### config.mk
export PLATFORM = sky130hd
export DESIGN_NAME = scancode_to_ascii_decoder_flat
export DESIGN_NICKNAME = d
export VERILOG_FILES = /design/src/hw/rtl/scd_pkg.sv /design/src/hw/rtl/scd_in_if.sv /design/src/hw/rtl/scd_out_if.sv /design/src/hw/rtl/scd_decode.sv /design/src/hw/rtl/scancode_to_ascii_decoder.sv /design/src/flat_wrapper.sv
export VERILOG_INCLUDE_DIRS = /design/src /design/src/hw/rtl
export SDC_FILE = /design/constraint.sdc
export NUM_CORES = 1
export LEC_CHECK = 0
export ABC_CLOCK_PERIOD_IN_PS = 4200
export BUFFER_PORTS_ARGS = -buffer_cell sky130_fd_sc_hd__clkbuf_2
export CORE_ASPECT_RATIO = 1.2
export CORE_UTILIZATION = 50
export DETAILED_ROUTE_END_ITERATION = 6
export GPL_TIMING_DRIVEN = 0
export PLACE_DENSITY_LB_ADDON = 0.2
export SLEW_MARGIN = 20
export SYNTH_ARGS = -nofsm -noshare
export SYNTH_HDL_FRONTEND = slang
export SYNTH_SLANG_ARGS = --single-unit
### constraint.sdc
create_clock -name clk -period 4.2 [get_ports clk]
set_clock_uncertainty 0.15 [all_clocks]
set_input_delay 1.26 -clock clk [delete_from_list [all_inputs] [get_ports clk]]
set_output_delay 1.26 -clock clk [all_outputs]
set_load 0.02 [all_outputs]
### src/hw/rtl/scancode_to_ascii_decoder_defines.svh
// assertion macros used by the scancode decoder top level
`ifndef SCANCODE_TO_ASCII_DECODER_DEFINES_SVH
`define SCANCODE_TO_ASCII_DECODER_DEFINES_SVH

// same-cycle implication, checked out of reset
`define SCD_ASSERT_NOW(label, ante, cons, msg) \
  label: assert property (@(posedge clk) disable iff (!rst_n) (ante) |-> (cons)) \
    else $error(msg);

// next-cycle implication, checked out of reset
`define SCD_ASSERT_NEXT(label, ante, cons, msg) \
  label: assert property (@(posedge clk) disable iff (!rst_n) (ante) |=> (cons)) \
    else $error(msg);

`endif

### src/hw/rtl/scd_pkg.sv
// types, scancode constants and layout tables for the scancode decoder
package scd_pkg;

  // scancode bytes and key codes (release bit stripped)
  localparam logic [7:0] SC_EXT_PREFIX = 8'hE0;
  localparam int unsigned SC_REL_BIT   = 7;
  localparam logic [6:0] SC_ALT    = 7'h38;
  localparam logic [6:0] SC_CTRL   = 7'h1D;
  localparam logic [6:0] SC_LSHIFT = 7'h2A;
  localparam logic [6:0] SC_RSHIFT = 7'h36;
  localparam logic [6:0] SC_CAPS   = 7'h3A;
  localparam logic [6:0] SC_TAB    = 7'h0F;
  localparam logic [6:0] SC_UP     = 7'h48;
  localparam logic [6:0] SC_DOWN   = 7'h50;
  localparam logic [6:0] SC_LEFT   = 7'h4B;
  localparam logic [6:0] SC_RIGHT  = 7'h4D;
  localparam logic [6:0] SC_HOME   = 7'h47;
  localparam logic [6:0] SC_END    = 7'h4F;

  // special key ids
  localparam logic [2:0] SK_UP    = 3'd0;
  localparam logic [2:0] SK_DOWN  = 3'd1;
  localparam logic [2:0] SK_LEFT  = 3'd2;
  localparam logic [2:0] SK_RIGHT = 3'd3;
  localparam logic [2:0] SK_HOME  = 3'd4;
  localparam logic [2:0] SK_END   = 3'd5;
  localparam logic [2:0] SK_TAB   = 3'd6;

  // ascii bounds and offsets
  localparam logic [6:0] ASC_LC_A  = 7'h61;
  localparam logic [6:0] ASC_LC_Z  = 7'h7A;
  localparam logic [6:0] ASC_UC_A  = 7'h41;
  localparam logic [6:0] ASC_UC_Z  = 7'h5A;
  localparam logic [6:0] CASE_DIFF = 7'd32;
  localparam logic [6:0] LC_CTRL_OFS = 7'h60;
  localparam logic [6:0] UC_CTRL_OFS = 7'h40;

  typedef struct packed {
    logic shift;
    logic ctrl;
    logic altgr;
    logic caps;
    logic prefix;
  } flags_t;

  typedef struct packed {
    logic       valid;
    logic       is_special;
    logic [6:0] char_code;
    logic [2:0] special_key;
  } result_t;

  function automatic logic [6:0] plain_lut(input logic [6:0] k);
    logic [6:0] c;
    case (k)
      7'h02: c = 7'h31; 7'h03: c = 7'h32; 7'h04: c = 7'h33; 7'h05: c = 7'h34;
      7'h06: c = 7'h35; 7'h07: c = 7'h36; 7'h08: c = 7'h37; 7'h09: c = 7'h38;
      7'h0A: c = 7'h39; 7'h0B: c = 7'h30; 7'h0C: c = 7'h27; 7'h0E: c = 7'h08;
      7'h0F: c = 7'h09;
      7'h10: c = 7'h71; 7'h11: c = 7'h77; 7'h12: c = 7'h65; 7'h13: c = 7'h72;
      7'h14: c = 7'h74; 7'h15: c = 7'h79; 7'h16: c = 7'h75; 7'h17: c = 7'h69;
      7'h18: c = 7'h6F; 7'h19: c = 7'h70; 7'h1A: c = 7'h60; 7'h1B: c = 7'h2B;
      7'h1C: c = 7'h0A;
      7'h1E: c = 7'h61; 7'h1F: c = 7'h73; 7'h20: c = 7'h64; 7'h21: c = 7'h66;
      7'h22: c = 7'h67; 7'h23: c = 7'h68; 7'h24: c = 7'h6A; 7'h25: c = 7'h6B;
      7'h26: c = 7'h6C;
      7'h2C: c = 7'h7A; 7'h2D: c = 7'h78; 7'h2E: c = 7'h63; 7'h2F: c = 7'h76;
      7'h30: c = 7'h62; 7'h31: c = 7'h6E; 7'h32: c = 7'h6D; 7'h33: c = 7'h2C;
      7'h34: c = 7'h2E; 7'h35: c = 7'h2D; 7'h37: c = 7'h2A; 7'h39: c = 7'h20;
      7'h47: c = 7'h37; 7'h48: c = 7'h38; 7'h49: c = 7'h39; 7'h4A: c = 7'h2D;
      7'h4B: c = 7'h34; 7'h4C: c = 7'h35; 7'h4D: c = 7'h36; 7'h4E: c = 7'h2B;
      7'h4F: c = 7'h31; 7'h50: c = 7'h32; 7'h51: c = 7'h33; 7'h52: c = 7'h30;
      7'h53: c = 7'h2E; 7'h56: c = 7'h3C;
      default: c = 7'h00;
    endcase
    return c;
  endfunction

  function automatic logic [6:0] shift_lut(input logic [6:0] k);
    logic [6:0] c;
    case (k)
      7'h02: c = 7'h21; 7'h03: c = 7'h22; 7'h05: c = 7'h24; 7'h06: c = 7'h25;
      7'h07: c = 7'h26; 7'h08: c = 7'h2F; 7'h09: c = 7'h28; 7'h0A: c = 7'h29;
      7'h0B: c = 7'h3D; 7'h0C: c = 7'h3F; 7'h0E: c = 7'h08; 7'h0F: c = 7'h09;
      7'h10: c = 7'h51; 7'h11: c = 7'h57; 7'h12: c = 7'h45; 7'h13: c = 7'h52;
      7'h14: c = 7'h54; 7'h15: c = 7'h59; 7'h16: c = 7'h55; 7'h17: c = 7'h49;
      7'h18: c = 7'h4F; 7'h19: c = 7'h50; 7'h1A: c = 7'h5E; 7'h1B: c = 7'h2A;
      7'h1C: c = 7'h0A;
      7'h1E: c = 7'h41; 7'h1F: c = 7'h53; 7'h20: c = 7'h44; 7'h21: c = 7'h46;
      7'h22: c = 7'h47; 7'h23: c = 7'h48; 7'h24: c = 7'h4A; 7'h25: c = 7'h4B;
      7'h26: c = 7'h4C;
      7'h2C: c = 7'h5A; 7'h2D: c = 7'h58; 7'h2E: c = 7'h43; 7'h2F: c = 7'h56;
      7'h30: c = 7'h42; 7'h31: c = 7'h4E; 7'h32: c = 7'h4D; 7'h33: c = 7'h3B;
      7'h34: c = 7'h3A; 7'h35: c = 7'h5F; 7'h37: c = 7'h2A; 7'h39: c = 7'h20;
      7'h47: c = 7'h37; 7'h48: c = 7'h38; 7'h49: c = 7'h39; 7'h4A: c = 7'h2D;
      7'h4B: c = 7'h34; 7'h4C: c = 7'h35; 7'h4D: c = 7'h36; 7'h4E: c = 7'h2B;
      7'h4F: c = 7'h31; 7'h50: c = 7'h32; 7'h51: c = 7'h33; 7'h52: c = 7'h30;
      7'h53: c = 7'h2E; 7'h56: c = 7'h3E;
      default: c = 7'h00;
    endcase
    return c;
  endfunction

  function automatic logic [6:0] altgr_lut(input logic [6:0] k);
    logic [6:0] c;
    case (k)
      7'h02: c = 7'h7C; 7'h03: c = 7'h40; 7'h04: c = 7'h23; 7'h05: c = 7'h7E;
      7'h09: c = 7'h5B; 7'h0A: c = 7'h5D; 7'h0C: c = 7'h5C;
      7'h28: c = 7'h7B; 7'h2B: c = 7'h7D;
      default: c = 7'h00;
    endcase
    return c;
  endfunction

endpackage

### src/hw/rtl/scd_in_if.sv
// scancode input channel: valid/ready with one scancode byte
interface scd_in_if;
  logic       valid;
  logic       ready;
  logic [7:0] scan_byte;

  modport source (output valid, output scan_byte, input ready);
  modport sink   (input valid, input scan_byte, output ready);
endinterface

### src/hw/rtl/scd_out_if.sv
// decoded key channel: valid/ready with character or special key payload
interface scd_out_if;
  logic       valid;
  logic       ready;
  logic       is_special;
  logic [6:0] char_code;
  logic [2:0] special_key;

  modport source (output valid, output is_special, output char_code,
                  output special_key, input ready);
  modport sink   (input valid, input is_special, input char_code,
                  input special_key, output ready);
endinterface

### src/hw/rtl/scd_decode.sv
// single-pass scancode decode: modifier flag update and table lookup
module scd_decode (
  input  logic [7:0]      scan_byte,
  input  scd_pkg::flags_t flags,
  output scd_pkg::flags_t flags_nxt,
  output scd_pkg::result_t res
);
  import scd_pkg::*;

  logic [6:0] key;
  logic       is_rel;
  logic [6:0] c_plain;
  logic [6:0] c_shift;
  logic [6:0] c_altgr;
  logic       plain_lc;
  logic       plain_uc;

  assign key     = scan_byte[6:0];
  assign is_rel  = scan_byte[SC_REL_BIT];
  assign c_plain = plain_lut(key);
  assign c_shift = shift_lut(key);
  assign c_altgr = altgr_lut(key);
  assign plain_lc = (c_plain >= ASC_LC_A) && (c_plain <= ASC_LC_Z);
  assign plain_uc = (c_plain >= ASC_UC_A) && (c_plain <= ASC_UC_Z);

  always_comb begin
    flags_nxt = flags;
    res       = '0;
    if (scan_byte == SC_EXT_PREFIX) begin
      flags_nxt.prefix = 1'b1;
    end else if (is_rel) begin
      flags_nxt.prefix = 1'b0;
      if (key == SC_CTRL) flags_nxt.ctrl = 1'b0;
      if (flags.prefix) begin
        if (key == SC_ALT) flags_nxt.altgr = 1'b0;
      end else begin
        if (key == SC_LSHIFT || key == SC_RSHIFT) flags_nxt.shift = 1'b0;
      end
    end else if (flags.prefix) begin
      flags_nxt.prefix = 1'b0;
      res.is_special   = 1'b1;
      case (key)
        SC_ALT: begin
          flags_nxt.altgr = 1'b1;
          res.is_special  = 1'b0;
        end
        SC_CTRL: begin
          flags_nxt.ctrl = 1'b1;
          res.is_special = 1'b0;
        end
        SC_UP:    begin res.valid = 1'b1; res.special_key = SK_UP;    end
        SC_DOWN:  begin res.valid = 1'b1; res.special_key = SK_DOWN;  end
        SC_LEFT:  begin res.valid = 1'b1; res.special_key = SK_LEFT;  end
        SC_RIGHT: begin res.valid = 1'b1; res.special_key = SK_RIGHT; end
        SC_HOME:  begin res.valid = 1'b1; res.special_key = SK_HOME;  end
        SC_END:   begin res.valid = 1'b1; res.special_key = SK_END;   end
        default:  res.is_special = 1'b0;
      endcase
    end else if (key == SC_LSHIFT || key == SC_RSHIFT) begin
      flags_nxt.shift = 1'b1;
    end else if (key == SC_CTRL) begin
      flags_nxt.ctrl = 1'b1;
    end else if (key == SC_CAPS) begin
      flags_nxt.caps = ~flags.caps;
    end else if (key == SC_TAB) begin
      res.valid       = 1'b1;
      res.is_special  = 1'b1;
      res.special_key = SK_TAB;
    end else if (flags.altgr) begin
      res.valid     = (c_altgr != 7'h00);
      res.char_code = c_altgr;
    end else if (flags.ctrl) begin
      // ctrl folds letters onto control codes 1 to 26
      if (plain_lc) begin
        res.valid     = 1'b1;
        res.char_code = c_plain - LC_CTRL_OFS;
      end else if (plain_uc) begin
        res.valid     = 1'b1;
        res.char_code = c_plain - UC_CTRL_OFS;
      end
    end else if (flags.shift) begin
      res.valid     = (c_shift != 7'h00);
      res.char_code = c_shift;
    end else begin
      res.valid     = (c_plain != 7'h00);
      res.char_code = (flags.caps && plain_lc) ? (c_plain - CASE_DIFF) : c_plain;
    end
  end

endmodule

### src/hw/rtl/scancode_to_ascii_decoder.sv
// top level of the set-1 scancode to ascii decoder
// Decodes a stream of set-1 keyboard scancode bytes (Spanish layout) into
// characters and special keys. Each byte is one transaction on in_ch; a key
// press gives at most one transaction on out_ch, either an ascii character
// (is_special low, char_code valid) or a special key id (is_special high:
// 0 up, 1 down, 2 left, 3 right, 4 home, 5 end, 6 tab). Releases, modifier
// presses, the 0xE0 prefix and unmapped keys give no output transaction.
// Shift, ctrl, AltGr, caps lock and the pending prefix are tracked inside.
// Throughput is one scancode per clock while out_ch takes results; each input
// transaction passes through the input register, the single-pass table decode
// and the result register. Back-pressure on out_ch only stalls the input side
// once both registers are full.
`include "scancode_to_ascii_decoder_defines.svh"

module scancode_to_ascii_decoder (
  input  logic      clk,
  input  logic      rst_n,
  scd_in_if.sink    in_ch,
  scd_out_if.source out_ch
);
  import scd_pkg::*;

  // input register stage
  logic       in_vld_r;
  logic [7:0] in_byte_r;

  // keyboard state
  flags_t flags_r;
  flags_t flags_nxt;

  // result register stage
  logic       out_vld_r;
  logic       out_special_r;
  logic [6:0] out_char_r;
  logic [2:0] out_key_r;

  result_t dec_res;
  logic    out_free;
  logic    dec_fire;

  // result slot is free when empty or being drained this cycle
  assign out_free = !out_vld_r || out_ch.ready;
  // the decoded byte moves on (and updates state) whenever the result slot can take it
  assign dec_fire = in_vld_r && out_free;
  assign in_ch.ready = !in_vld_r || dec_fire;

  scd_decode u_decode (
    .scan_byte (in_byte_r),
    .flags     (flags_r),
    .flags_nxt (flags_nxt),
    .res       (dec_res)
  );

  // input register
  always_ff @(posedge clk) begin
    if (!rst_n) begin
      in_vld_r <= 1'b0;
    end else if (in_ch.ready) begin
      in_vld_r <= in_ch.valid;
    end
  end

  always_ff @(posedge clk) begin
    if (in_ch.valid && in_ch.ready) begin
      in_byte_r <= in_ch.scan_byte;
    end
  end

  // modifier and prefix flags advance once per decoded byte
  always_ff @(posedge clk) begin
    if (!rst_n) begin
      flags_r <= '0;
    end else if (dec_fire) begin
      flags_r <= flags_nxt;
    end
  end

  // result register; bytes with no result leave it empty
  always_ff @(posedge clk) begin
    if (!rst_n) begin
      out_vld_r <= 1'b0;
    end else if (out_free) begin
      out_vld_r <= dec_fire && dec_res.valid;
    end
  end

  always_ff @(posedge clk) begin
    if (dec_fire && dec_res.valid && out_free) begin
      out_special_r <= dec_res.is_special;
      out_char_r    <= dec_res.char_code;
      out_key_r     <= dec_res.special_key;
    end
  end

  assign out_ch.valid       = out_vld_r;
  assign out_ch.is_special  = out_special_r;
  assign out_ch.char_code   = out_char_r;
  assign out_ch.special_key = out_key_r;

  // a special key result never carries a character, and a character result keeps its key id at zero
  `SCD_ASSERT_NOW(a_special_no_char, out_vld_r && out_special_r, out_char_r == 7'h00,
    "special key result carries a character code")
  `SCD_ASSERT_NOW(a_char_no_key, out_vld_r && !out_special_r, out_key_r == SK_UP,
    "character result carries a special key id")
  // a stalled result is not overwritten
  `SCD_ASSERT_NEXT(a_out_hold, out_vld_r && !out_ch.ready,
    out_vld_r && $stable(out_char_r) && $stable(out_key_r) && $stable(out_special_r),
    "pending result changed while stalled")
  // a decoded prefix byte leaves the prefix pending and produces nothing
  `SCD_ASSERT_NEXT(a_prefix_set, dec_fire && in_byte_r == SC_EXT_PREFIX,
    flags_r.prefix && !out_vld_r,
    "extended prefix not latched")

endmodule

### src/flat_wrapper.sv
// flat-port wrapper written by rule: the top's interface ports become plain ports
module scancode_to_ascii_decoder_flat import scd_pkg::*;
  (clk, rst_n, in_ch_valid, in_ch_scan_byte, in_ch_ready, out_ch_valid, out_ch_is_special, out_ch_char_code, out_ch_special_key, out_ch_ready);
  scd_in_if in_ch_i ();
  scd_out_if out_ch_i ();
  input  logic clk;
  input  logic rst_n;
  input wire logic [$bits(in_ch_i.valid)-1:0] in_ch_valid;
  input wire logic [$bits(in_ch_i.scan_byte)-1:0] in_ch_scan_byte;
  output wire logic [$bits(in_ch_i.ready)-1:0] in_ch_ready;
  output wire logic [$bits(out_ch_i.valid)-1:0] out_ch_valid;
  output wire logic [$bits(out_ch_i.is_special)-1:0] out_ch_is_special;
  output wire logic [$bits(out_ch_i.char_code)-1:0] out_ch_char_code;
  output wire logic [$bits(out_ch_i.special_key)-1:0] out_ch_special_key;
  input wire logic [$bits(out_ch_i.ready)-1:0] out_ch_ready;
  assign in_ch_i.valid = in_ch_valid;
  assign in_ch_i.scan_byte = in_ch_scan_byte;
  assign in_ch_ready = in_ch_i.ready;
  assign out_ch_valid = out_ch_i.valid;
  assign out_ch_is_special = out_ch_i.is_special;
  assign out_ch_char_code = out_ch_i.char_code;
  assign out_ch_special_key = out_ch_i.special_key;
  assign out_ch_i.ready = out_ch_ready;
  scancode_to_ascii_decoder u_core (.clk(clk), .rst_n(rst_n), .in_ch(in_ch_i), .out_ch(out_ch_i));
endmodule
# [Word-level counts from Yosys, hierarchy flattened]
# Memories as Yosys holds them, arrays and structs flattened. A register that Yosys moved wholly into a read port is not among the register bits.
# Cells that the tools add are included.
[totals] regBits=26 rom_bits=1792 in_bits=12 out_inout_bits=13 word_cells=114 n_memories=2
[memory_table] memory="(name not given)" depth=128 word_bits=7 read_ports=1 rd_ports_with_merged_regs=1 wr=0 line_no="scd_pkg.sv:81" rtl="case (k)"
[memory_table] memory="(name not given)" depth=128 word_bits=7 read_ports=1 rd_ports_with_merged_regs=1 wr=0 line_no="scd_pkg.sv:55" rtl="case (k)"
[op_classes] add_sub_neg=3 n_lt_le_gt_ge=4 eq_ne=24 muxes=42 bitwise_logic=6 reduce_logical=22
[ops] op="7-bit 2-to-1 mux" count=10
[ops] op="7-bit case mux with 9 select lines" count=1
[ops] op="12-bit 2-to-1 mux" count=5
[ops] op="7-bit by 6-bit == test with 1-bit output, second input constant" count=6
[ops] op="7-bit == test, second input constant" count=6
[ops] op="7-bit by 4-bit == test with 1-bit output, second input constant" count=4
[ops] op="1-bit 2-to-1 mux" count=21
[ops] op="7-bit nonzero test" count=3
[ops] op="3-bit case mux with 5 select lines" count=1
[ops] op="7-bit by 2-bit == test with 1-bit output, second input constant" count=2
[ops] op="7-bit by 3-bit == test with 1-bit output, second input constant" count=2
[ops] op="7-bit greater-or-equal comparator, second input constant" count=2
[ops] op="7-bit less-or-equal comparator, second input constant" count=2
[ops] op="7-bit subtractor, second input constant" count=2
[ops] op="4-bit AND reduction" count=3
[ops] op="3-bit 2-to-1 mux" count=3
[ops] op="8-bit == test, second input constant" count=1
[ops] op="7-bit by 5-bit == test with 1-bit output, second input constant" count=1
[ops] op="1-bit logical AND" count=7
[ops] op="7-bit AND reduction" count=1
[ops] op="7-bit OR reduction" count=1
[ops] op="7-bit by 6-bit subtractor with 7-bit output, second input constant" count=1
[ops] op="1-bit NOT" count=6
[ops] op="6-bit OR reduction" count=1
[ops] op="other kinds (6)" count=9

# [Depth between registers and ports, before layout]
# Gate-level depths: netlist (run 1).
[depth] ltp_word=16 depth_mapped=14 ltp_nobuf=13

# [Cells and area by module]
# A second synthesis (run 1) with hierarchy kept.
[hier_totals] hier_cells=460 hier_area_um2=3418.3
[by_module_without_submodules] mod="scd_decode" n_inst=1 cells_each=408 area_per_inst_um2=2551.2 seq_area_each_um2=0.0
[by_module_without_submodules] mod="scancode_to_ascii_decoder" n_inst=1 cells_each=52 area_per_inst_um2=867.1 seq_area_each_um2=710.7

# [Worst setup path after synthesis (run 1)]
# Ideal clock, no wire load.
[synth_path] kind="input -> register" start="input out_ch_ready" end="register, netlist name u_core.u_decode.c_plain[4]" setup_time_ns=0.122 t_arrival_ns=3.612 t_required_ns=3.928 setup_slack_ns=0.316 stages=13 n_path_buf=2 cell_sequence="and3b_1 -> buf_6 -> inv_6 -> buf_6 -> a21oi_1 -> a21oi_2 -> inv_1 -> ha_1 -> ha_1 -> a21oi_1 -> a21oi_1 -> o21a_1 -> a221o_1"
[synth_via] elab_chain_cells=5
[synth_lines] item="start: declaration" line_no="flat_wrapper.sv:15" rtl="input wire logic [$bits(out_ch_i.ready)-1:0] out_ch_ready;"
[synth_lines] item="1-bit logical OR" line_no="scancode_to_ascii_decoder.sv:42" rtl="assign out_free = !out_vld_r || out_ch.ready;"
[synth_lines] item="1-bit logical AND" line_no="scancode_to_ascii_decoder.sv:44" rtl="assign dec_fire = in_vld_r && out_free;"
[synth_lines] item="1-bit logical OR" line_no="scancode_to_ascii_decoder.sv:45" rtl="assign in_ch.ready = !in_vld_r || dec_fire;"
[synth_lines] item="via in_ch_ready" line_no="flat_wrapper.sv:10" rtl="output wire logic [$bits(in_ch_i.ready)-1:0] in_ch_ready;"
[synth_lines] item="1-bit logical AND" line_no="scancode_to_ascii_decoder.sv:64" rtl="if (in_ch.valid && in_ch.ready) begin"
[synth_lines] item="7-bit 2-to-1 mux (no source line)"
# The timed path passes the listed nets, and every way through them passes these cells.
# A chain may end at the register's enable or synchronous reset.

# [Worst setup path in the final report (run 1)]
[layout_path] start="input out_ch_ready" end="register, netlist name u_core.u_decode.c_shift[0]"
[layout_via] elab_chain_cells=5
[layout_lines] item="1-bit logical OR" line_no="scancode_to_ascii_decoder.sv:42"
[layout_lines] item="1-bit logical AND" line_no="scancode_to_ascii_decoder.sv:44"
[layout_lines] item="1-bit logical OR" line_no="scancode_to_ascii_decoder.sv:45"
[layout_lines] item="1-bit logical AND" line_no="scancode_to_ascii_decoder.sv:64"
[layout_lines] item="7-bit 2-to-1 mux (no source line)"
# No other way between the ends.

==> results.md, run 1 <==
* Outcome: finished clean
* Total number of vias at 4,132
* Hpwl dp at 9740 um
* Hold-fix buffers at CTS at 0
* Largest net degree at the start of global routing at 17
* Die Span X at 81.4 um
* Max Clock Freq at 243 MHz
* Crit Path Max Fanout at 10
* DRC Markers at 0
* Unrepaired setup endpoints after global routing: false
* Min-Delay Startpoint: u_core.flags_r[1]$_SDFFE_PN0P_
* CTS tree: built
* CP required at 4210 ps
* Final setup vio count at 0
* Max-slew violations at 0
* Drt first pass iters at 5
* Power Density at 292 mW/mm^2
* Yosys warnings at 0
* Post-synth EDFFs at 19
* Initial antenna violation count at 0
* Grt ovf at 0
* Post-route cell area at 0.00418 mm^2
* Worst reg-to-reg setup slack at 670 ps
* Chip height at 97.3 um
* Synth area leader: edfxtp_1
* Ys flop type: dfxtp_1
* CTS root buffer: clkbuf_8
* H-Tree Depth at 2
* FFs w/ async S/R, synth at 0%
* Most frequent cell after synthesis: o21ai_0
* VDD IR max at 0.289 mV
* Hold Crit Class: reg -> reg
* First-pass GRT wire length at 20,800 um
* Core area at 0.00727 mm^2
* Critical-path top delay cell: a21oi_1
* Post-Route WL at 13,000 um
* Syn Std Cell Area at 0.00378 mm^2
* TritonCTS Sinks at 40
* CP arrival at 4120 ps
* P_leak at 1.57 nW
* Area growth from synthesis to layout at 10.5%
* Hold Crit Endpoint: u_core.flags_r[1]$_SDFFE_PN0P_
* Synth area leaders: edfxtp_1 (15%), dfxtp_1 (11%), o21ai_0 (5.6%)
* Final Util at 57.5%
* Antenna Cells at 0
* Total Neg Setup Slack at 0 ps
* Sequential-to-total area share from yosys stat at 26.2%
* Tcrit/Tclk final at 97.8%
* Worst reg2reg endpoint: u_core.u_decode.c_shift[0]$_DFF_P_
* Die area at 0.00792 mm^2
* R2r startpoint: u_core.in_byte_r[1]$_DFFE_PP_
* Library cells used by synthesis at 79
* Vias in the first global route at 3,965
* Crit Path Class: in -> reg
* Syn avg cell area at 7.89 um^2
* Worst R2R Path Depth at 12
* Seq cells post-synth at 40
* CTS Buf Count at 5
* Core Rows at 34
* IO buf count at 24
* CP startpoint kind: input pin
* Worst Max-Slew Pin Slew at 918 ps
* Placed Area at 0.00403 mm^2
* Max-cap violations at 0
* GP Congestion at 1.01
* Clk buf depth at 2
* Cells along the critical path: clkbuf_2 -> and3b_1 -> buf_6 -> inv_6 -> buf_6 -> a21oi_1 -> a21oi_4 -> buf_4 -> ha_1 -> clkbuf_1 -> a21oi_1 -> a211oi_1 -> o22ai_1 -> o211a_1 -> o21ai_1
* # nets final at 545
* Routed wire per std cell at 21.4 um
* Most frequent cells after synthesis: o21ai_0 (42), a21oi_1 (40), nand2_1 (40)
* CTS clk-pin slew, worst paths at 80 ps
* Hold Path Depth at 2
* GRT Overall Usage at 34.4%
* CP max stage delay at 610 ps
* Yosys top cell area share at 15.1%
* Initial DRC Count at 274
* Syn Nets at 508
* Synth Instances at 480
* Critical Path End Type: flop
* Slew HR at 38.5%
* Clock Latency Late Sink at 300 ps
* Fin. Hold Viols at 0
* ANT nets after route at 0
* Minimum clock period at 4110 ps
* Initial Util at 52.0%
* Routed vias/inst at 6.80
* Top Ports at 25
* Fraction of layout cells with a size suffix above 1 at 17.4%
[layer usage]
metal / track usage [%] / wire [um] / vias to the layer above
met5: 0 / 0 / -
met4: 22.8 / 958 / 0
met3: 4.32 / 808 / 72
met2: 58.8 / 6300 / 241
met1: 38.4 / 4970 / 1922
li1: - / - / 1897
[placed cells by master, fill, tap and decap left out, types with 6 or more instances in the layout]
master	Yosys	final
and2_1	7	7
a211oi_1	6	6
inv_1	17	17
buf_6	6	6
or3_1	6	6
buf_2	14	14
buf_4	2	8
nor2_1	30	30
edfxtp_1	19	19
dfxtp_1	21	21
o211ai_1	10	10
mux2i_1	11	11
o21ai_1	7	8
o21ai_0	42	41
nand3_1	9	9
nand2_1	40	40
ha_1	16	15
a31oi_1	12	12
nor4_1	8	8
a21oi_1	40	40
nand2b_1	7	7
clkbuf_1	12	10
o22ai_1	6	6
nor3_1	18	18
clkbuf_2	0	26
[final cells by class]
| cell class | instances | area [um^2] |
|---|---|---|
| tap | 90 | 113 |
| timing repair buffer | 30 | 165 |
| sequential | 40 | 991 |
| inverter | 20 | 82.6 |
| multi-input combinational | 383 | 2510 |
| clock buffer | 6 | 93.8 |
| buffer | 37 | 211 |
| clock inverter | 2 | 15.0 |
| fill | 696 | 3090 |
[stage by stage]
stage          power (mW)  hold WS (ps)  setup slack (ps)  instances
2_1_floorplan       0.776           414               316        480
3_3_place_gp        0.899           444              -534        594
3_5_place_dp        0.901           476              -525        595
4_1_cts              1.20           487              32.9        603
5_1_grt              1.28           513              18.6        608
6_report             1.22           484              92.3        608
[logic make-up (layout without fill, tap and decap cells)]
logic type | count (synthesis) | after routing | share of synthesized area, %
AO/OA/AOI/OAI | 182 | 182 | 32.4
adder cells (fa/ha/maj) | 16 | 16 | 5.29
buffers and inverters | 57 | 95 | 7.70
multiplexers | 15 | 15 | 4.10
XOR/XNOR | 6 | 6 | 1.39
AND/OR/NAND/NOR | 164 | 164 | 23.0
flip-flops | 40 | 40 | 26.2
[critical path: cells and delay by family]
family	cells	cell delay, ps
AOI/OAI and AO/OA	7	1600
buffers and inverters	6	830
and+or+nand+nor	1	230
adders and majority gates	1	180
[power by group]
| group | total, mW | switching, mW | internal (mW) |
|---|---|---|---|
| clock | 0.304 | 0.149 | 0.156 |
| combinational | 0.443 | 0.284 | 0.159 |
| sequential | 0.475 | 0.0317 | 0.443 |
[worst max-delay path by stage]
stage,slack (ps),endpoint,start
after floorplan,320,u_core.u_decode.c_plain[4]$_DFF_P_,out_ch_ready
final,90,u_core.u_decode.c_shift[0]$_DFF_P_,out_ch_ready
after detailed placement,-530,u_core.u_decode.c_plain[2]$_DFF_P_,out_ch_ready
after CTS,30,u_core.u_decode.c_plain[2]$_DFF_P_,out_ch_ready
after global placement,-530,u_core.u_decode.c_plain[4]$_DFF_P_,out_ch_ready
after global routing,20,u_core.u_decode.c_shift[0]$_DFF_P_,out_ch_ready
[registers in the layout, indices dropped and copies added, names as in the netlist]
signal / cells
u_core.out_ch.is_special: 1
u_core.out_ch.char_code: 7
u_core.out_ch.valid: 1
u_core.u_decode.c_plain: 7
u_core.in_byte_r: 8
u_core.out_ch.special_key: 3
u_core.in_vld_r: 1
u_core.u_decode.c_shift: 7
u_core.flags_r: 5
[what timing repair did]
item	4_1_cts	5_1_grt
setup endpoints to repair	8	7
pin swaps	0	1
gates resized for setup	1	5
buffers inserted	0	5
(Power assumes the default switching activity.)
==> run 2, diff against run 1 <==
--- a/config.mk
+++ b/config.mk
@@ -6,13 +6,14 @@
 export SDC_FILE = /design/constraint.sdc
 export NUM_CORES = 1
 export LEC_CHECK = 0
-export ABC_CLOCK_PERIOD_IN_PS = 4200
+export ABC_CLOCK_PERIOD_IN_PS = 3400
 export BUFFER_PORTS_ARGS = -buffer_cell sky130_fd_sc_hd__clkbuf_2
 export CORE_ASPECT_RATIO = 1.2
 export CORE_UTILIZATION = 50
 export DETAILED_ROUTE_END_ITERATION = 6
 export GPL_TIMING_DRIVEN = 0
 export PLACE_DENSITY_LB_ADDON = 0.2
+export SETUP_SLACK_MARGIN = 0.15
 export SLEW_MARGIN = 20
 export SYNTH_ARGS = -nofsm -noshare
 export SYNTH_HDL_FRONTEND = slang
==> constraint.sdc (replaced) <==
create_clock -name clk -period 3.4 [get_ports clk]
set_clock_uncertainty 0.15 [all_clocks]
set_input_delay 1.02 -clock clk [delete_from_list [all_inputs] [get_ports clk]]
set_output_delay 1.02 -clock clk [all_outputs]
set_load 0.02 [all_outputs]
==> results.md, run 2 (synthesis results as in run 1) <==
* Initial antenna violation count at 0 (unchanged)
* ANT nets after route at 0 (unchanged)
* Hpwl dp at 9570 um (was 9740 um)
* Core area at 0.00727 mm^2 (unchanged)
* GRT Overall Usage at 33.6% (was 34.4%)
* Hold Slack at 467 ps (was 484 ps)
* Final setup vio count at 0 (unchanged)
* Area growth from synthesis to layout at 17.7% (was 10.5%)
* Antenna Cells at 0 (unchanged)
* Routed vias/inst at 6.69 (was 6.80)
* Chip height at 97.3 um (unchanged)
* CP arrival at 3230 ps (was 4120 ps)
* Fraction of layout cells with a size suffix above 1 at 23.6% (was 17.4%)
* Die area at 0.00792 mm^2 (unchanged)
* Initial Util at 52.0% (unchanged)
* Max-cap violations at 0 (unchanged)
* CTS tree: built (unchanged)
* Leading cell type in the layout, fill and taps excluded: nand2_1 (was o21ai_0)
* Most frequent cells in the layout: nand2_1 (39), a21oi_1 (36), o21ai_0 (35) (was o21ai_0 (41), nand2_1 (40), a21oi_1 (40))
* Total number of vias at 4,141 (was 4,132)
* Worst Max-Slew Pin Slew at 838 ps (was 918 ps)
* Max Clock Freq at 312 MHz
* IO buf count at 24 (unchanged)
* Die Span X at 81.4 um (unchanged)
* GP Congestion at 1.02 (was 1.01)
* Minimum clock period at 3210 ps
* TritonCTS Sinks at 40 (unchanged)
* CTS root buffer: clkbuf_8 (unchanged)
* Vias in the first global route at 3,875 (was 3,965)
* Hold-fix buffers at CTS at 0 (unchanged)
* Outcome: finished clean (unchanged)
* Top Ports at 25 (unchanged)
* Largest net degree at the start of global routing at 17 (unchanged)
* DRC Markers at 0 (unchanged)
* Fin. Hold Viols at 0 (unchanged)
* Unrepaired setup endpoints after global routing: true (was false)
* Slew HR at 43.7% (was 38.5%)
* Critical Path End Type: flop (unchanged)
* Initial DRC Count at 307 (was 274)
* Tcrit/Tclk final at 94.3%
* Clock Latency Late Sink at 300 ps (about the same)
* Routed wire per std cell at 20.9 um (was 21.4 um)
* Pwr Total at 1.56 mW (was 1.22 mW)
* Crit Path Class: in -> reg (unchanged)
* Crit Path Max Fanout at 10 (unchanged)
* Drt first pass iters at 6 (was 5)
* CTS clk-pin slew, worst paths at 80 ps (about the same)
* VDD IR max at 0.396 mV (was 0.289 mV)
* Power Density at 351 mW/mm^2 (was 292 mW/mm^2)
* # nets final at 556 (was 545)
* CP required at 3430 ps (was 4210 ps)
* P_leak at 1.66 nW (was 1.57 nW)
* Core Rows at 34 (unchanged)
* Clk buf depth at 2 (unchanged)
* Grt ovf at 0 (unchanged)
* First-pass GRT wire length at 20,400 um (was 20,800 um)
* Largest register by flop count: u_core.in_byte_r (unchanged)
* Max-slew violations at 0 (unchanged)
* H-Tree Depth at 2 (unchanged)
* Flip-flop count of the largest register after layout at 8 (unchanged)
* CP startpoint kind: input pin (unchanged)
* CTS Buf Count at 5 (unchanged)
* Hold Crit Class: reg -> reg (unchanged)
* Post-Route WL at 12,900 um (was 13,000 um)
-- run 2: repair_timing --
item | CTS | global route
gates resized for setup | 25 | 20
setup endpoints to repair | 12 | 11
pin swaps | 3 | 9
buffers inserted | 9 | 7
-- run 2: path summary, 6_finish.rpt --
| path | slack [ps] | cells past startpoint | endpoint | start |
|---|---|---|---|---|
| worst max-delay path | 190 | 14 | u_core.u_decode.c_plain[4]$_DFF_P_ | out_ch_ready |
| worst min-delay path | 470 | 2 | u_core.flags_r[1]$_SDFFE_PN0P_ | u_core.flags_r[1]$_SDFFE_PN0P_ |
| worst max register to register | 460 | 7 | u_core.out_ch.char_code[4]$_SDFFCE_PP0P_ | u_core.in_byte_r[3]$_DFFE_PP_ |
| worst min register to register | 470 | 2 | u_core.flags_r[1]$_SDFFE_PN0P_ | u_core.flags_r[1]$_SDFFE_PN0P_ |
-- run 2: report_power, final --
group          internal, mW  leakage (nW)  switching, mW
Clock                 0.192        0.0573          0.182
Combinational         0.233          1.25          0.371
Sequential            0.547         0.355         0.0367
-- run 2: per-layer routing --
layer / vias up / part of all wire, % / track usage [%]
li1: 1923 / - / -
met2: 267 / 49 / 56.5
met5: - / 0 / 0
met3: 64 / 7.3 / 3.94
met1: 1887 / 37 / 39.2
met4: 0 / 6.6 / 21.3
-- run 2: worst max-delay path, stage by stage --
cell      delay [ps]
clkbuf_2         100
and3b_1          190
buf_6            130
inv_6             70
buf_8            130
a21oi_2           70
a21oi_4          210
inv_2            110
ha_4             220
ha_4             190
a21oi_2          170
a21oi_1          120
o21a_1           210
a221o_1          280
-- run 2: metrics by stage --
| step | utilization, % | area (um^2) | std cells | setup slack (ps) | TNS [ps] |
|---|---|---|---|---|---|
| global placement | 56.0 | 4070 | 594 | -661 | -6970 |
| detailed placement | 56.1 | 4080 | 595 | -645 | -5980 |
| floorplan | - | 3840 | 480 | 162 | 0 |
| finish | 61.2 | 4450 | 619 | 194 | 0 |
| CTS | 59.5 | 4330 | 612 | 159 | 0 |
| global route | 61.2 | 4450 | 619 | 133 | 0 |
-- run 2: final cells by class --
class	instances	area [um^2]
fillers	679	2820
clock buffers	6	93.8
plain buffers	37	254
repair buffers	41	248
clock inverters	2	15.0
multi-input cells	383	2650
flip-flops and latches	40	991
well taps	90	113
inverters	20	90.1
==> run 3, diff against run 2 <==
--- a/config.mk
+++ b/config.mk
@@ -10,6 +10,7 @@
 export BUFFER_PORTS_ARGS = -buffer_cell sky130_fd_sc_hd__clkbuf_2
 export CORE_ASPECT_RATIO = 1.2
 export CORE_UTILIZATION = 50
+export CTS_BUF_LIST = sky130_fd_sc_hd__clkbuf_4
 export DETAILED_ROUTE_END_ITERATION = 6
 export GPL_TIMING_DRIVEN = 0
 export PLACE_DENSITY_LB_ADDON = 0.2
==> results.md, run 3 (synthesis results as in run 1) <==
* Sw Share at 38.4% (was 37.8%)
* Worst Max-Slew Pin Slew at 828 ps (was 838 ps)
* CTS Buf Count at 5 (unchanged)
* CTS tree: built (unchanged)
* # nets final at 551 (was 556)
* Largest register by flop count: u_core.in_byte_r (unchanged)
* Hold Slack at 477 ps (was 467 ps)
* Total number of vias at 4,127 (was 4,141)
* Post-route cell area at 0.00434 mm^2 (was 0.00445 mm^2)
* Clock Latency Late Sink at 360 ps (was 300 ps)
* Core Rows at 34 (unchanged)
* Final setup vio count at 0 (unchanged)
* Post-Route WL at 12,900 um (about the same)
* P_leak at 1.61 nW (was 1.66 nW)
* Unrepaired setup endpoints after global routing: true (unchanged)
* Flip-flop count of the largest register after layout at 8 (unchanged)
* Internal power at 924 uW (was 972 uW)
* CP arrival at 3300 ps (was 3230 ps)
* Largest net degree at the start of global routing at 17 (unchanged)
* Die area at 0.00792 mm^2 (unchanged)
* Fraction of layout cells with a size suffix above 1 at 22.3% (was 23.6%)
* Crit Path Class: in -> reg (unchanged)
* Leading cell type in the layout, fill and taps excluded: nand2_1 (unchanged)
* Power Density at 346 mW/mm^2 (was 351 mW/mm^2)
* Minimum clock period at 3230 ps (was 3210 ps)
* Sw power at 576 uW (was 590 uW)
* Hold Path Depth at 2 (unchanged)
* Worst reg2reg endpoint: u_core.out_ch.char_code[5]$_SDFFCE_PP0P_ (was u_core.out_ch.char_code[4]$_SDFFCE_PP0P_)
* Outcome: finished clean (unchanged)
* Hold Crit Class: reg -> reg (unchanged)
* Min-Delay Startpoint: u_core.flags_r[1]$_SDFFE_PN0P_ (unchanged)
* GP Congestion at 1.02 (unchanged)
* Critical Path End Type: flop (unchanged)
* Total Neg Setup Slack at 0 ps (unchanged)
* CTS root buffer: clkbuf_4 (was clkbuf_8)
* DRC Markers at 0 (unchanged)
* Hold Crit Endpoint: u_core.flags_r[1]$_SDFFE_PN0P_ (unchanged)
* # fillers at 695 (was 679)
* Final Util at 59.6% (was 61.2%)
* Slew HR at 44.3% (was 43.7%)
* Max-slew violations at 0 (unchanged)
* Grt ovf at 0 (unchanged)
* Routed wire per std cell at 20.9 um (about the same)
* Vias in the first global route at 3,867 (was 3,875)
* Initial Util at 52.0% (unchanged)
* CTS clk-pin slew, worst paths at 130 ps (was 80 ps)
* Clk buf depth at 2 (unchanged)
* Fin. Hold Viols at 0 (unchanged)
* Initial antenna violation count at 0 (unchanged)
* Non-filler cells in the finished layout at 614 (was 619)
* Die Span X at 81.4 um (unchanged)
* CP required at 3480 ps (was 3430 ps)
* Most frequent cells in the layout: nand2_1 (40), o21ai_0 (37), a21oi_1 (36) (was nand2_1 (39), a21oi_1 (36), o21ai_0 (35))
* Initial DRC Count at 304 (was 307)
* Area growth from synthesis to layout at 14.6% (was 17.7%)
* Top Ports at 25 (unchanged)
* Placed Area at 0.00408 mm^2 (unchanged)
* GRT Overall Usage at 33.6% (about the same)
* First-pass GRT wire length at 20,400 um (about the same)
* H-Tree Depth at 2 (unchanged)
* Routed vias/inst at 6.72 (was 6.69)
* R2r startpoint: u_core.in_byte_r[3]$_DFFE_PP_ (unchanged)
* Max-cap violations at 0 (unchanged)
* Tcrit/Tclk final at 94.9% (was 94.3%)
* Drt first pass iters at 6 (unchanged)
* ANT nets after route at 0 (unchanged)
* TritonCTS Sinks at 40 (unchanged)
* Chip height at 97.3 um (unchanged)
* Worst R2R Path Depth at 7 (unchanged)
* Crit path from: out_ch_ready (unchanged)
* Hpwl dp at 9570 um (unchanged)
* # placed instances at 595 (unchanged)
* CP startpoint kind: input pin (unchanged)
* VDD IR max at 0.266 mV (was 0.396 mV)
* Max Clock Freq at 310 MHz (was 312 MHz)
* Share of total power in the clock network at 22.2% (was 23.9%)
* Worst reg-to-reg setup slack at 460 ps (about the same)
* Comb power frac at 38.9% (was 38.7%)
* Register share of total power at 38.9% (was 37.4%)
* Core area at 0.00727 mm^2 (unchanged)
* Crit Path Max Fanout at 10 (unchanged)
* IO buf count at 24 (unchanged)
* Antenna Cells at 0 (unchanged)
## run 3: cell count changes in the layout (fill, tap and decap cells not counted), sizes merged
cell    change
buf         -6
bufinv      +1
## run 3: final cells by class
cell class | instances | area, um^2 | share of cell area (%)
Sequential cell | 40 | 991 | 22.9
Tap cell | 90 | 113 | 2.60
Multi-Input combinational cell | 383 | 2620 | 60.3
Timing Repair Buffer | 36 | 210 | 4.85
Clock inverter | 3 | 45.0 | 1.04
Clock buffer | 5 | 37.5 | 0.866
Buffer | 37 | 236 | 5.45
Inverter | 20 | 87.6 | 2.02
## run 3: per-stage QoR
stage | setup slack, ps | power, mW
6_report | 174 | 1.50
5_1_grt | 108 | 1.57
4_1_cts | 126 | 1.47
3_5_place_dp | -645 | 1.12
3_3_place_gp | -661 | 1.12
2_1_floorplan | 162 | 0.967
## run 3: power groups by stage
| stage | registers, mW | clock network [mW] | logic [mW] |
|---|---|---|---|
| after global placement | 0.593 | 0 | 0.528 |
| after floorplan | 0.590 | 0 | 0.378 |
| after CTS | 0.583 | 0.334 | 0.549 |
| final | 0.584 | 0.333 | 0.584 |
| after global routing | 0.590 | 0.355 | 0.622 |
| after detailed placement | 0.594 | 0 | 0.528 |
## run 3: what timing repair did
action | CTS | global route
resized for setup | 14 | 16
setup buffers | 7 | 4
setup endpoints to repair | 11 | 10
endpoints found under the hold margin | 0 | 0
hold buffers | 0 | 0
pin swaps | 1 | 4
## run 3: worst max-delay path: stages
cell	delay [ps]
clkbuf_2	100
and3b_1	220
buf_6	140
inv_6	50
nand2_8	100
mux2_4	390
inv_4	100
ha_1	140
buf_4	180
clkbuf_8	190
nand2_1	50
o21ai_0	90
o211ai_1	130
a32oi_1	250
o21ai_1	130
## run 3: layer usage
metal	share of wire (%)	track usage, %	vias up
met5	0	0	-
met4	6.2	17.9	0
met3	6.7	3.00	61
met2	49	58.3	260
met1	38	39.5	1903
li1	-	-	1903
## run 3: how the worst max path moves through the flow
stage	end	slack (ps)	depth (start not counted)
after floorplan	u_core.u_decode.c_plain[4]$_DFF_P_	160	13
after global placement	u_core.u_decode.c_shift[0]$_DFF_P_	-660	14
after detailed placement	u_core.u_decode.c_plain[3]$_DFF_P_	-650	15
after CTS	u_core.u_decode.c_shift[0]$_DFF_P_	130	15
after global routing	u_core.u_decode.c_shift[0]$_DFF_P_	110	15
final	u_core.u_decode.c_plain[3]$_DFF_P_	170	15
